**config.mk**
```make
export PLATFORM = sky130hd
export DESIGN_NAME = vector_isa_instruction_decoder_core
export DESIGN_NICKNAME = d
export VERILOG_FILES = /design/src/sv/visa_pkg.sv /design/src/sv/vector_isa_instruction_decoder_core.sv
export VERILOG_INCLUDE_DIRS = /design/src /design/src/sv
export SDC_FILE = /design/constraint.sdc
export NUM_CORES = 1
export LEC_CHECK = 0
export ABC_AREA = 1
export BUFFER_PORTS_ARGS = -buffer_cell sky130_fd_sc_hd__buf_2
export CORE_UTILIZATION = 52
export CTS_CLUSTER_SIZE = 14
export DETAILED_ROUTE_END_ITERATION = 12
export PLACE_DENSITY = 0.88
export SYNTH_ARGS = -nofsm -noshare
export SYNTH_HDL_FRONTEND = slang
export SYNTH_SLANG_ARGS = --single-unit
```
**constraint.sdc**
```tcl
create_clock -name i_clk -period 8.57 [get_ports i_clk]
set_input_delay 2.571 -clock i_clk [delete_from_list [all_inputs] [get_ports i_clk]]
set_output_delay 2.571 -clock i_clk [all_outputs]
set_load 0.005 [all_outputs]
```
**src/sv/assert_macros.svh**
```systemverilog
// assertion macros shared by the decoder rtl
// expects a clock i_clk and an active-low reset i_rst_n in the including module
`ifndef ASSERT_MACROS_SVH
`define ASSERT_MACROS_SVH

// condition holds at every clock edge out of reset
`define ASSERT_ALWAYS(lbl, cond, msg) \
    lbl: assert property (@(posedge i_clk) disable iff (!i_rst_n) (cond)) else $error(msg);

// antecedent implies consequent in the same cycle
`define ASSERT_IMPL(lbl, ante, cons, msg) \
    lbl: assert property (@(posedge i_clk) disable iff (!i_rst_n) (ante) |-> (cons)) \
        else $error(msg);

// antecedent implies consequent in the next cycle
`define ASSERT_NEXT(lbl, ante, cons, msg) \
    lbl: assert property (@(posedge i_clk) disable iff (!i_rst_n) (ante) |=> (cons)) \
        else $error(msg);

`endif

```
**src/sv/visa_pkg.sv**
```systemverilog
// types, codes and opcode/format tables of the vector isa decoder
// no dependencies
`default_nettype none

package visa_pkg;

    // instruction class codes
    typedef enum logic [2:0] {
        CLS_NOP   = 3'd0,
        CLS_A     = 3'd1,
        CLS_B     = 3'd2,
        CLS_C     = 3'd3,
        CLS_D     = 3'd4,
        CLS_E     = 3'd5,
        CLS_UNDEF = 3'd6
    } t_fmt_class;

    // arithmetic opcodes with special handling
    localparam logic [5:0] OPC_OR      = 6'd0;
    localparam logic [5:0] OPC_SHUFFLE = 6'd13;
    localparam logic [5:0] OPC_MOVE    = 6'd15;
    localparam logic [5:0] OPC_GETLANE = 6'd26;
    localparam logic [5:0] OPC_FTOI    = 6'd27;
    localparam logic [5:0] OPC_ITOF    = 6'd42;

    // memory ops
    localparam logic [3:0] MOP_LOAD_S8  = 4'd1;
    localparam logic [3:0] MOP_LOAD_S16 = 4'd3;
    localparam logic [3:0] MOP_CTRL     = 4'd6;

    // memory access kinds
    localparam logic [1:0] ACC_SCALAR = 2'd0;
    localparam logic [1:0] ACC_GATHER = 2'd3;

    // cache control and branch types
    localparam logic [2:0] DTYPE_BARRIER  = 3'd4;
    localparam logic [2:0] ETYPE_GOTO     = 3'd3;
    localparam logic [2:0] ETYPE_CALL     = 3'd4;
    localparam logic [2:0] ETYPE_CALL_REG = 3'd6;
    localparam logic [2:0] ETYPE_LAST     = 3'd6;

    // stream widths
    localparam int IN_W  = 64;
    localparam int OUT_W = 96;

    // decoded fields of one instruction
    typedef struct packed {
        t_fmt_class  fmt_class;
        logic [5:0]  op_code;
        logic [4:0]  dest_reg;
        logic [4:0]  src1_reg;
        logic [4:0]  src2_reg;
        logic [4:0]  mask_reg;
        logic [19:0] immediate;
        logic [2:0]  operand_kinds;
        logic [1:0]  mask_mode;
        logic [4:0]  type_flags;
        logic [3:0]  memory_kind;
    } t_dec_fields;

    function automatic logic op_is_float(input logic [5:0] op);
        return op == 6'd27 || op == 6'd28 || (op >= 6'd32 && op <= 6'd35) ||
               op == 6'd38 || op == 6'd39 || op == 6'd41 || op == 6'd42 ||
               (op >= 6'd44 && op <= 6'd47);
    endfunction

    function automatic logic op_is_cmp(input logic [5:0] op);
        return (op >= 6'd16 && op <= 6'd26) || (op >= 6'd44 && op <= 6'd47);
    endfunction

    function automatic logic op_is_uns(input logic [5:0] op);
        return (op >= 6'd22 && op <= 6'd25) || op == 6'd10;
    endfunction

    // a/b format: masked variants
    function automatic logic fmt_masked(input logic [2:0] f);
        return f == 3'd2 || f == 3'd3 || f == 3'd5 || f == 3'd6;
    endfunction

    // a/b format: inverted mask variants
    function automatic logic fmt_inverted(input logic [2:0] f);
        return f == 3'd3 || f == 3'd6;
    endfunction

    // b format: scalar first operand
    function automatic logic b_op1_scalar(input logic [2:0] f);
        return f == 3'd0 || f == 3'd4 || f == 3'd5 || f == 3'd6;
    endfunction

    // c format: access kind per memory op
    function automatic logic [1:0] mem_access(input logic [3:0] op);
        logic [1:0] acc;
        case (op)
            4'd7, 4'd8, 4'd9:    acc = 2'd1;
            4'd10, 4'd11, 4'd12: acc = 2'd2;
            4'd13, 4'd14, 4'd15: acc = 2'd3;
            default:             acc = 2'd0;
        endcase
        return acc;
    endfunction

    function automatic logic mem_masked(input logic [3:0] op);
        return op == 4'd8 || op == 4'd9 || op == 4'd11 || op == 4'd12 ||
               op == 4'd14 || op == 4'd15;
    endfunction

    function automatic logic mem_inverted(input logic [3:0] op);
        return op == 4'd9 || op == 4'd12 || op == 4'd15;
    endfunction

endpackage

`default_nettype wire

```
**src/sv/vector_isa_instruction_decoder_core.sv**
```systemverilog
// three-stage vector isa instruction decoder with stream ports
// depends on visa_pkg and assert_macros.svh
`default_nettype none
`include "assert_macros.svh"

// channel   dir  tdata fields, lowest bit first
// s_axis    in   instruction_word[31:0], instruction_address[63:32]
// m_axis    out  format_class, op_code, dest_reg, src1_reg, src2_reg, mask_reg,
//                immediate, branch_target, operand_kinds, mask_mode, type_flags,
//                memory_kind, one pad bit
//
// one request per cycle sustained while the output side does not stall; an accepted request
// passes the stage 1, stage 2 and stage 3 registers before tvalid rises with its result
// stage 1 classifies, stage 2 extracts fields and flags, stage 3 adds the target
// each stage moves when the stage after it is empty or moving, so a stall on
// the output side fills the bubbles first and never drops or repeats a request
// synchronous active-low reset clears the stage valid bits only

module vector_isa_instruction_decoder_core
    import visa_pkg::*;
(
    input  wire logic             i_clk,
    input  wire logic             i_rst_n,
    input  wire logic             i_s_tvalid,
    output logic                  o_s_tready,
    input  wire logic [IN_W-1:0]  i_s_tdata,   // instruction_word, instruction_address
    output logic                  o_m_tvalid,
    input  wire logic             i_m_tready,
    output logic [OUT_W-1:0]      o_m_tdata    // format_class .. memory_kind, pad
);

    logic        en1, en2, en3;
    logic        r_v1, r_v2, r_v3;
    logic [31:0] r1_word, r1_addr, r2_addr;
    t_fmt_class  r1_cls, n1_cls;
    t_dec_fields r2_dec, n2_dec, r3_dec;
    logic        r2_tgt_en, n2_tgt_en;
    logic [31:0] r3_tgt, n3_tgt;

    // stage advance chain
    assign en3        = !r_v3 || i_m_tready;
    assign en2        = !r_v2 || en3;
    assign en1        = !r_v1 || en2;
    assign o_s_tready = en1;

    always_ff @(posedge i_clk) begin
        if (!i_rst_n) begin
            r_v1 <= 1'b0;
            r_v2 <= 1'b0;
            r_v3 <= 1'b0;
        end else begin
            if (en1) r_v1 <= i_s_tvalid;
            if (en2) r_v2 <= r_v1;
            if (en3) r_v3 <= r_v2;
        end
    end

    // stage 1: classify the word
    always_comb begin
        logic [31:0] w;
        w = i_s_tdata[31:0];
        if (w == 32'd0) begin
            n1_cls = CLS_NOP;
        end else if (w[31:29] == 3'b110) begin
            n1_cls = CLS_A;
        end else if (!w[31]) begin
            n1_cls = CLS_B;
        end else if (w[31:30] == 2'b10) begin
            n1_cls = CLS_C;
        end else if (!w[28]) begin
            n1_cls = (w[27:25] <= DTYPE_BARRIER) ? CLS_D : CLS_UNDEF;
        end else begin
            n1_cls = (w[27:25] <= ETYPE_LAST) ? CLS_E : CLS_UNDEF;
        end
    end

    always_ff @(posedge i_clk) begin
        if (en1) begin
            r1_word <= i_s_tdata[31:0];
            r1_addr <= i_s_tdata[63:32];
            r1_cls  <= n1_cls;
        end
    end

    // stage 2: fields, immediate and flags
    always_comb begin
        logic [31:0] w;
        logic [2:0]  f;
        logic [5:0]  opc;
        logic [3:0]  mop;
        logic [1:0]  acc;
        logic        cmp, fl, sd, masked;
        w         = r1_word;
        f         = 3'd0;
        opc       = 6'd0;
        mop       = w[28:25];
        acc       = mem_access(mop);
        cmp       = 1'b0;
        fl        = 1'b0;
        sd        = 1'b0;
        masked    = 1'b0;
        n2_dec    = '0;
        n2_tgt_en = 1'b0;
        n2_dec.fmt_class = r1_cls;
        case (r1_cls)
            CLS_NOP: begin
            end
            CLS_A: begin
                f      = w[22:20];
                opc    = w[28:23];
                cmp    = op_is_cmp(opc);
                fl     = op_is_float(opc);
                sd     = cmp || opc == OPC_GETLANE;
                masked = fmt_masked(f) && !cmp;
                n2_dec.op_code  = opc;
                n2_dec.dest_reg = w[9:5];
                n2_dec.src1_reg = w[4:0];
                n2_dec.src2_reg = w[19:15];
                n2_dec.operand_kinds = {(opc != OPC_SHUFFLE) && (f <= 3'd3),
                                        f == 3'd0, sd || f == 3'd0};
                if (masked) begin
                    n2_dec.mask_mode = fmt_inverted(f) ? 2'd2 : 2'd1;
                    n2_dec.mask_reg  = w[14:10];
                end
                n2_dec.type_flags = {opc == OPC_MOVE, cmp, op_is_uns(opc),
                                     !sd && fl && opc != OPC_FTOI,
                                     fl && opc != OPC_ITOF};
            end
            CLS_B: begin
                f      = w[25:23];
                opc    = {1'b0, w[30:26]};
                cmp    = op_is_cmp(opc);
                masked = fmt_masked(f) && !cmp;
                n2_dec.op_code  = opc;
                n2_dec.dest_reg = w[9:5];
                n2_dec.src1_reg = w[4:0];
                n2_dec.operand_kinds = {1'b0, b_op1_scalar(f),
                                        cmp || opc == OPC_GETLANE || f == 3'd0};
                if (masked) begin
                    n2_dec.mask_mode = fmt_inverted(f) ? 2'd2 : 2'd1;
                    n2_dec.mask_reg  = w[14:10];
                    n2_dec.immediate = {{12{w[22]}}, w[22:15]};
                end else begin
                    n2_dec.immediate = {{7{w[22]}}, w[22:10]};
                end
                // or with zero immediate is a plain copy
                n2_dec.type_flags = {(opc == OPC_OR && n2_dec.immediate == 20'd0) ||
                                     opc == OPC_MOVE,
                                     cmp, op_is_uns(opc), 1'b0, op_is_float(opc)};
            end
            CLS_C: begin
                n2_dec.op_code   = {2'b00, mop};
                n2_dec.dest_reg  = w[9:5];
                n2_dec.src1_reg  = w[4:0];
                n2_dec.immediate = {{10{w[24]}}, w[24:15]};
                if (mop == MOP_CTRL) begin
                    n2_dec.memory_kind   = {1'b1, w[29], 2'b00};
                    n2_dec.operand_kinds = 3'b001;
                end else begin
                    n2_dec.memory_kind   = {1'b0, w[29], acc};
                    n2_dec.operand_kinds = {1'b0, acc != ACC_GATHER, acc == ACC_SCALAR};
                    if (mem_masked(mop)) begin
                        n2_dec.mask_mode = mem_inverted(mop) ? 2'd2 : 2'd1;
                        n2_dec.mask_reg  = w[14:10];
                    end
                    // zero-extending scalar loads
                    if (w[29] && acc == ACC_SCALAR && mop != MOP_LOAD_S8 &&
                        mop != MOP_LOAD_S16) begin
                        n2_dec.type_flags = 5'b00100;
                    end
                end
            end
            CLS_D, CLS_E, CLS_UNDEF: begin
                n2_dec.op_code = {3'b000, w[27:25]};
                if (w[28]) begin
                    // branch
                    if (w[27:25] != ETYPE_GOTO && w[27:25] != ETYPE_CALL) begin
                        n2_dec.src1_reg      = w[4:0];
                        n2_dec.operand_kinds = 3'b010;
                    end
                    if (w[27:25] != ETYPE_CALL_REG) begin
                        n2_dec.immediate = w[24:5];
                        n2_tgt_en        = 1'b1;
                    end
                end else if (w[27:25] != DTYPE_BARRIER) begin
                    // cache control
                    n2_dec.src1_reg      = w[4:0];
                    n2_dec.immediate     = {{10{w[24]}}, w[24:15]};
                    n2_dec.operand_kinds = 3'b010;
                end
            end
            default: begin
            end
        endcase
    end

    always_ff @(posedge i_clk) begin
        if (en2) begin
            r2_dec    <= n2_dec;
            r2_addr   <= r1_addr;
            r2_tgt_en <= n2_tgt_en;
        end
    end

    // stage 3: branch target, output register
    assign n3_tgt = r2_tgt_en ?
                    r2_addr + 32'd4 + {{12{r2_dec.immediate[19]}}, r2_dec.immediate} : 32'd0;

    always_ff @(posedge i_clk) begin
        if (en3) begin
            r3_dec <= r2_dec;
            r3_tgt <= n3_tgt;
        end
    end

    // output packing
    assign o_m_tvalid = r_v3;
    assign o_m_tdata  = {1'b0, r3_dec.memory_kind, r3_dec.type_flags, r3_dec.mask_mode,
                         r3_dec.operand_kinds, r3_tgt, r3_dec.immediate,
                         r3_dec.mask_reg, r3_dec.src2_reg, r3_dec.src1_reg,
                         r3_dec.dest_reg, r3_dec.op_code, r3_dec.fmt_class};

    // checks
    `ASSERT_NEXT(a_accept_fills, i_s_tvalid && o_s_tready, r_v1, "accepted request lost in stage 1")
    `ASSERT_IMPL(a_nop_zero, r_v3 && r3_dec.fmt_class == CLS_NOP, o_m_tdata[94:3] == 92'd0, "nop with nonzero fields")
    `ASSERT_IMPL(a_mask_reg, r_v3 && r3_dec.mask_mode == 2'd0, r3_dec.mask_reg == 5'd0, "mask register without masking")
    `ASSERT_IMPL(a_tgt_class, r_v3 && r3_dec.fmt_class != CLS_E && r3_dec.fmt_class != CLS_UNDEF, r3_tgt == 32'd0, "branch target outside branch class")
    `ASSERT_ALWAYS(a_mask_mode, !r_v3 || r3_dec.mask_mode != 2'd3, "invalid mask mode")

endmodule

`default_nettype wire

```
---- After elaboration in Yosys (flattened, before gate mapping) ----
Memories as Yosys holds them, arrays and structs flattened. A register that Yosys moved wholly into a read port is not among the register bits.
Index checks and enable logic that the tools add are counted.
operators by class
  add/sub/neg operators ................... 2
  magnitude comparators ................... 17
  equality and inequality tests ........... 47
  mux-type cells .......................... 37
  bitwise logic cells ..................... 2
  reduce and logical (&&, ||, !) cells .... 75
operators by type and width
  kind                   count
  $pmux 20 s3            1
  $mux 23                2
  $mux 20                2
  $logic_or 1x1->1       39
  $mux 5                 7
  $add 32x3->32 const B  1
  $add 32x32->32         1
  $logic_not 32->1       1
  $eq 3x3->1 const B     9
  $mux 2                 13
  $eq 4x4->1 const B     6
  $eq 6x6->1 const B     4
  $pmux 6 s4             1
  $pmux 7 s3             1
  $logic_not 20->1       1
  $eq 3x2->1 const B     6
  $eq 6x5->1 const B     3
  $logic_and 1x1->1      18
  $eq 5x5->1 const B     3
  $pmux 5 s3             1
  $eq 6x4->1 const B     2
  $ge 6x5->1 const B     2
  $ge 6x6->1 const B     2
  $le 6x5->1 const B     2
  other kinds (35)       52
word-level totals
  bits in registers ....................... 260
  bits in read-only memories .............. 32
  output and inout port bits .............. 98
  memories kept ........................... 1
memories
  name              depth  width  rd ports  clocked after memory_dff  write ports  RTL line        text
  (name not given)  16     2      1         1                         0            visa_pkg.sv:93  case (op)

---- Depth between registers and ports, before layout ----
  depth in word-level cells ............... 11
  gate-level depth with buffers ........... 17
  depth with buffers taken out ............ 17

---- Least setup slack after synthesis ----
Ideal clock, no wire load.
  kind .................................... in2out
  from .................................... input port i_m_tready
  to ...................................... output port o_s_tready
  data arrival time ....................... 5943 ps
  data required time ...................... 5999 ps
  slack ................................... 56 ps
  stages .................................. 4
  cell sequence ........................... inv_1 nand2_1 nor2_1 nand2_2
on the way
  word-level cells in the longest chain between the ends .. 3
ends and longest elaborated chain
  element             RTL line                                   text
  start: declaration  vector_isa_instruction_decoder_core.sv:28  input wire logic i_m_tready,
  $logic_or 1x1->1    vector_isa_instruction_decoder_core.sv:41  assign en3 = !r_v3 || i_m_tready;
  named net en3       vector_isa_instruction_decoder_core.sv:32  logic en1, en2, en3;
  $logic_or 1x1->1    vector_isa_instruction_decoder_core.sv:42  assign en2 = !r_v2 || en3;
  $logic_or 1x1->1    vector_isa_instruction_decoder_core.sv:43  assign en1 = !r_v1 || en2;
  end: declaration    vector_isa_instruction_decoder_core.sv:25  output logic o_s_tready,
The timed path passes the listed nets, and every way through them passes these cells.

---- Final worst setup path ----
Ends and elaborated chain as after synthesis.

==> flow_metrics.py <==
metrics = {
    "worst_setup_path": {
        "timing.rr.end": "r3_tgt[29]",
        "crit_path_end": "o_s_tready",
        "required_ps": 6000,
        "startpoint_type": "primary input",
        "timing.rr.start": "r2_dec[15]",
        "worstSetupPathType": "in -> out",
        "critPathMaxFanout": 45,
        "cp-end-kind": "output port",
        "worstPathArrival_ps": 3670,
        "worst_r2r_path_depth": 15,
        "crit_start": "i_m_tready",
        "reg2reg_slack_ps": 5780,
    },
    "placed_design": {
        "place_ws_ps": 2270,
        "place_congestion": 0.916,
        "place_area_sq_um": 13100,
        "dp.cells": 1499,
        "dp_hpwl_um": 20700,
        "port_buffers": 164,
    },
    "final_layout": {
        "final_area_sq_um": 13900,
        "register_area_sq_um": 7820,
        "final_layout_size_suffix_gt1_share_pct": 18.2,
        "stdcell_count": 1546,
        "layout.nets": 1372,
        "nFillCells": 1789,
        "multiInputGateArea_sq_um": 3690,
        "syn2layout_area_growth_pct": 15.9,
        "n_antenna_cell": 0,
    },
    "global_routing": {
        "antenna_found_initial": 0,
        "grt_overflow": 0,
        "grt_pass1_vias": 7999,
        "grt_max_degree": 56,
        "grt_pass1_wl_um": 43000,
        "track_usage_pct": 23.5,
    },
    "drt": {
        "routed-wl-met3_um": 2840,
        "first_pass_iters": 5,
        "route.detailed.drc": 0,
        "drtIter0Drc": 726,
        "routed_wl_um": 28000,
        "vias": 8632,
        "wl_per_cell_um": 18.1,
        "wl_met2_um": 11900,
        "antenna_left": 0,
        "highest_layer": "met4",
        "met1Wirelength_um": 12700,
        "routed_via_density": 5.58,
    },
    "clock_network": {
        "cts_sinks": 262,
        "cts_root_buffer": "clkbuf_16",
        "cts_max_level": 1,
        "ctsHoldBuffers": 0,
        "clkTransAtPathRegs_ps": 70,
        "cts.repair_timing.setup_buffer_count": 0,
        "clk_path_buf_depth": 3,
        "cts-resized-gates": 0,
        "cts_buffers": 26,
        "cts_tree": "yes",
        "worst_skew_pair.late_latency_ps": 530,
    },
    "sta": {
        "fmax_mhz": 160,
        "hold_viol": 0,
        "setup_slack_ps": 2330,
        "rsz0062_at_grt": "no",
        "finalSetupViolations": 0,
        "slew_violations": 0,
        "period_needed_ps": 6240,
        "slew_headroom_pct": 30.6,
        "tightest_slew_ps": 1040,
        "fin_skew_ps": 12.0,
        "period_share_pct": 72.8,
        "tns_ps": 0,
    },
    "pwr": {
        "swShare_pct": 26.8,
        "p_leak_nw": 6.28,
        "vdd_drop_max_mv": 0.186,
        "pwr-share-seq_pct": 50.7,
        "clockPowerShare_pct": 34.2,
        "p_int_mw": 2.26,
        "power.switching_uw": 826,
        "power_density_nw_per_um2": 222,
        "combPwrFrac_pct": 15.0,
        "total_power_mw": 3.09,
    },
    "logic_synthesis": {
        "synth_top_family_by_area": "simple AND/OR/NAND/NOR gates",
        "ys_seq_area_share_pct": 65.0,
        "netlist_area_sq_um": 12000,
        "syn_inst": 1064,
        "synth_adder_area_share_pct": 6.52,
        "synthTopCellsByArea": "edfxtp_1 (64%), nand2_1 (6.6%), ha_1 (6.4%), nor2_1 (3.7%), inv_1 (3.3%)",
        "async_flop_share_pct": 0,
        "synth_fp_nets": 1194,
        "yosysUniqueCellTypes": 50,
        "yosysTopAreaCellShare_pct": 64.2,
        "yosys_register_bits": 262,
        "synthMuxAreaShare_pct": 0.0937,
        "synth_simple_gate_area_share_pct": 14.7,
        "synth_flop_cell": "edfxtp_1",
        "ys_warn_count": 0,
        "synth-compound-area-share_pct": 9.18,
        "synth_edf_count": 257,
        "synthXorXnorAreaFrac_pct": 0.146,
        "synth_area_leader_cell": "edfxtp_1",
        "syn_avg_cell_area_sq_um": 11.3,
    },
    "worst_hold_path": {
        "whs_path_depth": 0,
        "worst_hold_path_type": "reg -> reg",
    },
    "job": {
        "drv_cap": 0,
    },
    "run_status": {
        "outcome": "complete, no violations",
    },
    "floorplanning": {
        "coreArea_sq_um": 22600,
        "rows": 55,
        "ioPinCount": 166,
        "die_w_um": 154,
        "dieArea_sq_um": 23700,
        "die_y_um": 154,
        "start_util_pct": 53.1,
    },
}
## sequential cells by signal (all words and copies together), names as in the netlist, named ones only
| register | count |
|---|---|
| r1_addr | 32 |
| r_v1 | 1 |
| o_m_tdata | 63 |
| r3_tgt | 32 |
| r1_word | 31 |
| r_v2 | 1 |
| r2_dec | 63 |
| o_m_tvalid | 1 |
| r2_tgt_en | 1 |
| r2_addr | 32 |
| r1_cls | 3 |
## stage by stage
stage | hold WS [ps] | util (%)
after floorplan | 400 | -
after global placement | 401 | 58.0
after detailed placement | 405 | 58.0
after CTS | 413 | 61.5
after global routing | 423 | 61.5
final | 414 | 61.5
## Yosys cell counts, types with 6 or more instances
cell type	count
a21oi_1	75
o21a_1	7
o221ai_1	10
nor2_1	120
nand2_1	211
edfxtp_1	257
o21ai_0	56
o2111ai_1	6
inv_1	105
nand3_1	48
nor3_1	8
clkbuf_1	9
nor4_1	10
ha_1	61
## power groups by stage
stage | clock [mW] | sequential, mW | combinational [mW]
4_1_cts | 1.08 | 1.56 | 0.454
3_3_place_gp | 0 | 1.59 | 0.438
6_report | 1.06 | 1.57 | 0.464
3_5_place_dp | 0 | 1.59 | 0.448
5_1_grt | 1.12 | 1.57 | 0.517
2_1_floorplan | 0 | 1.57 | 0.293
## metal layers
metal	up-vias	track usage, %
met4	0	5.76
li1	4128	-
met1	4006	35.0
met3	54	5.83
met2	444	34.8
met5	-	0
## cell usage in the layout, fill, tap and decap left out, types with 10 or more instances in the layout
cell type / count
edfxtp_1: 257
ha_1: 61
nor2_1: 120
a21oi_1: 75
clkbuf_16: 26
nand3_1: 48
o21ai_0: 56
buf_2: 164
o221ai_1: 10
nor4_1: 10
nand2_1: 210
inv_1: 104
## cell type report
type	instances	area share, %
flip-flops and latches	262	56.1
multi-input cells	673	26.5
repair buffers	169	6.16
clock buffers	29	4.75
inverters	110	2.97
well taps	285	2.56
clock inverters	18	0.943
## worst min-delay path by stage
stage          slack (ps)            end         from
5_1_grt               420  o_m_tdata[84]    r2_dec[9]
3_3_place_gp          400     r2_addr[1]   r1_addr[1]
4_1_cts               410  o_m_tdata[18]   r2_dec[48]
3_5_place_dp          400  o_m_tdata[25]   r2_dec[35]
2_1_floorplan         400   o_m_tdata[0]   r2_dec[60]
6_report              410    r2_addr[20]  r1_addr[20]
## kinds of logic (layout without fill, tap and decap cells)
group           after synthesis  count (layout)
other cells                   1               1
compound gates              189             189
simple gates                418             418
fa+ha+maj                    62              62
buf+inv                     129             326
mux                           1               1
xor+xnor                      2               2
flops                       262             262
## critical path, stage by stage
cell,delay [ps]
buf_2,90
inv_1,80
nand2_4,330
nor2_1,380
nand2_2,80
buf_2,130
No activity file was read; power rests on OpenSTA's default activity.
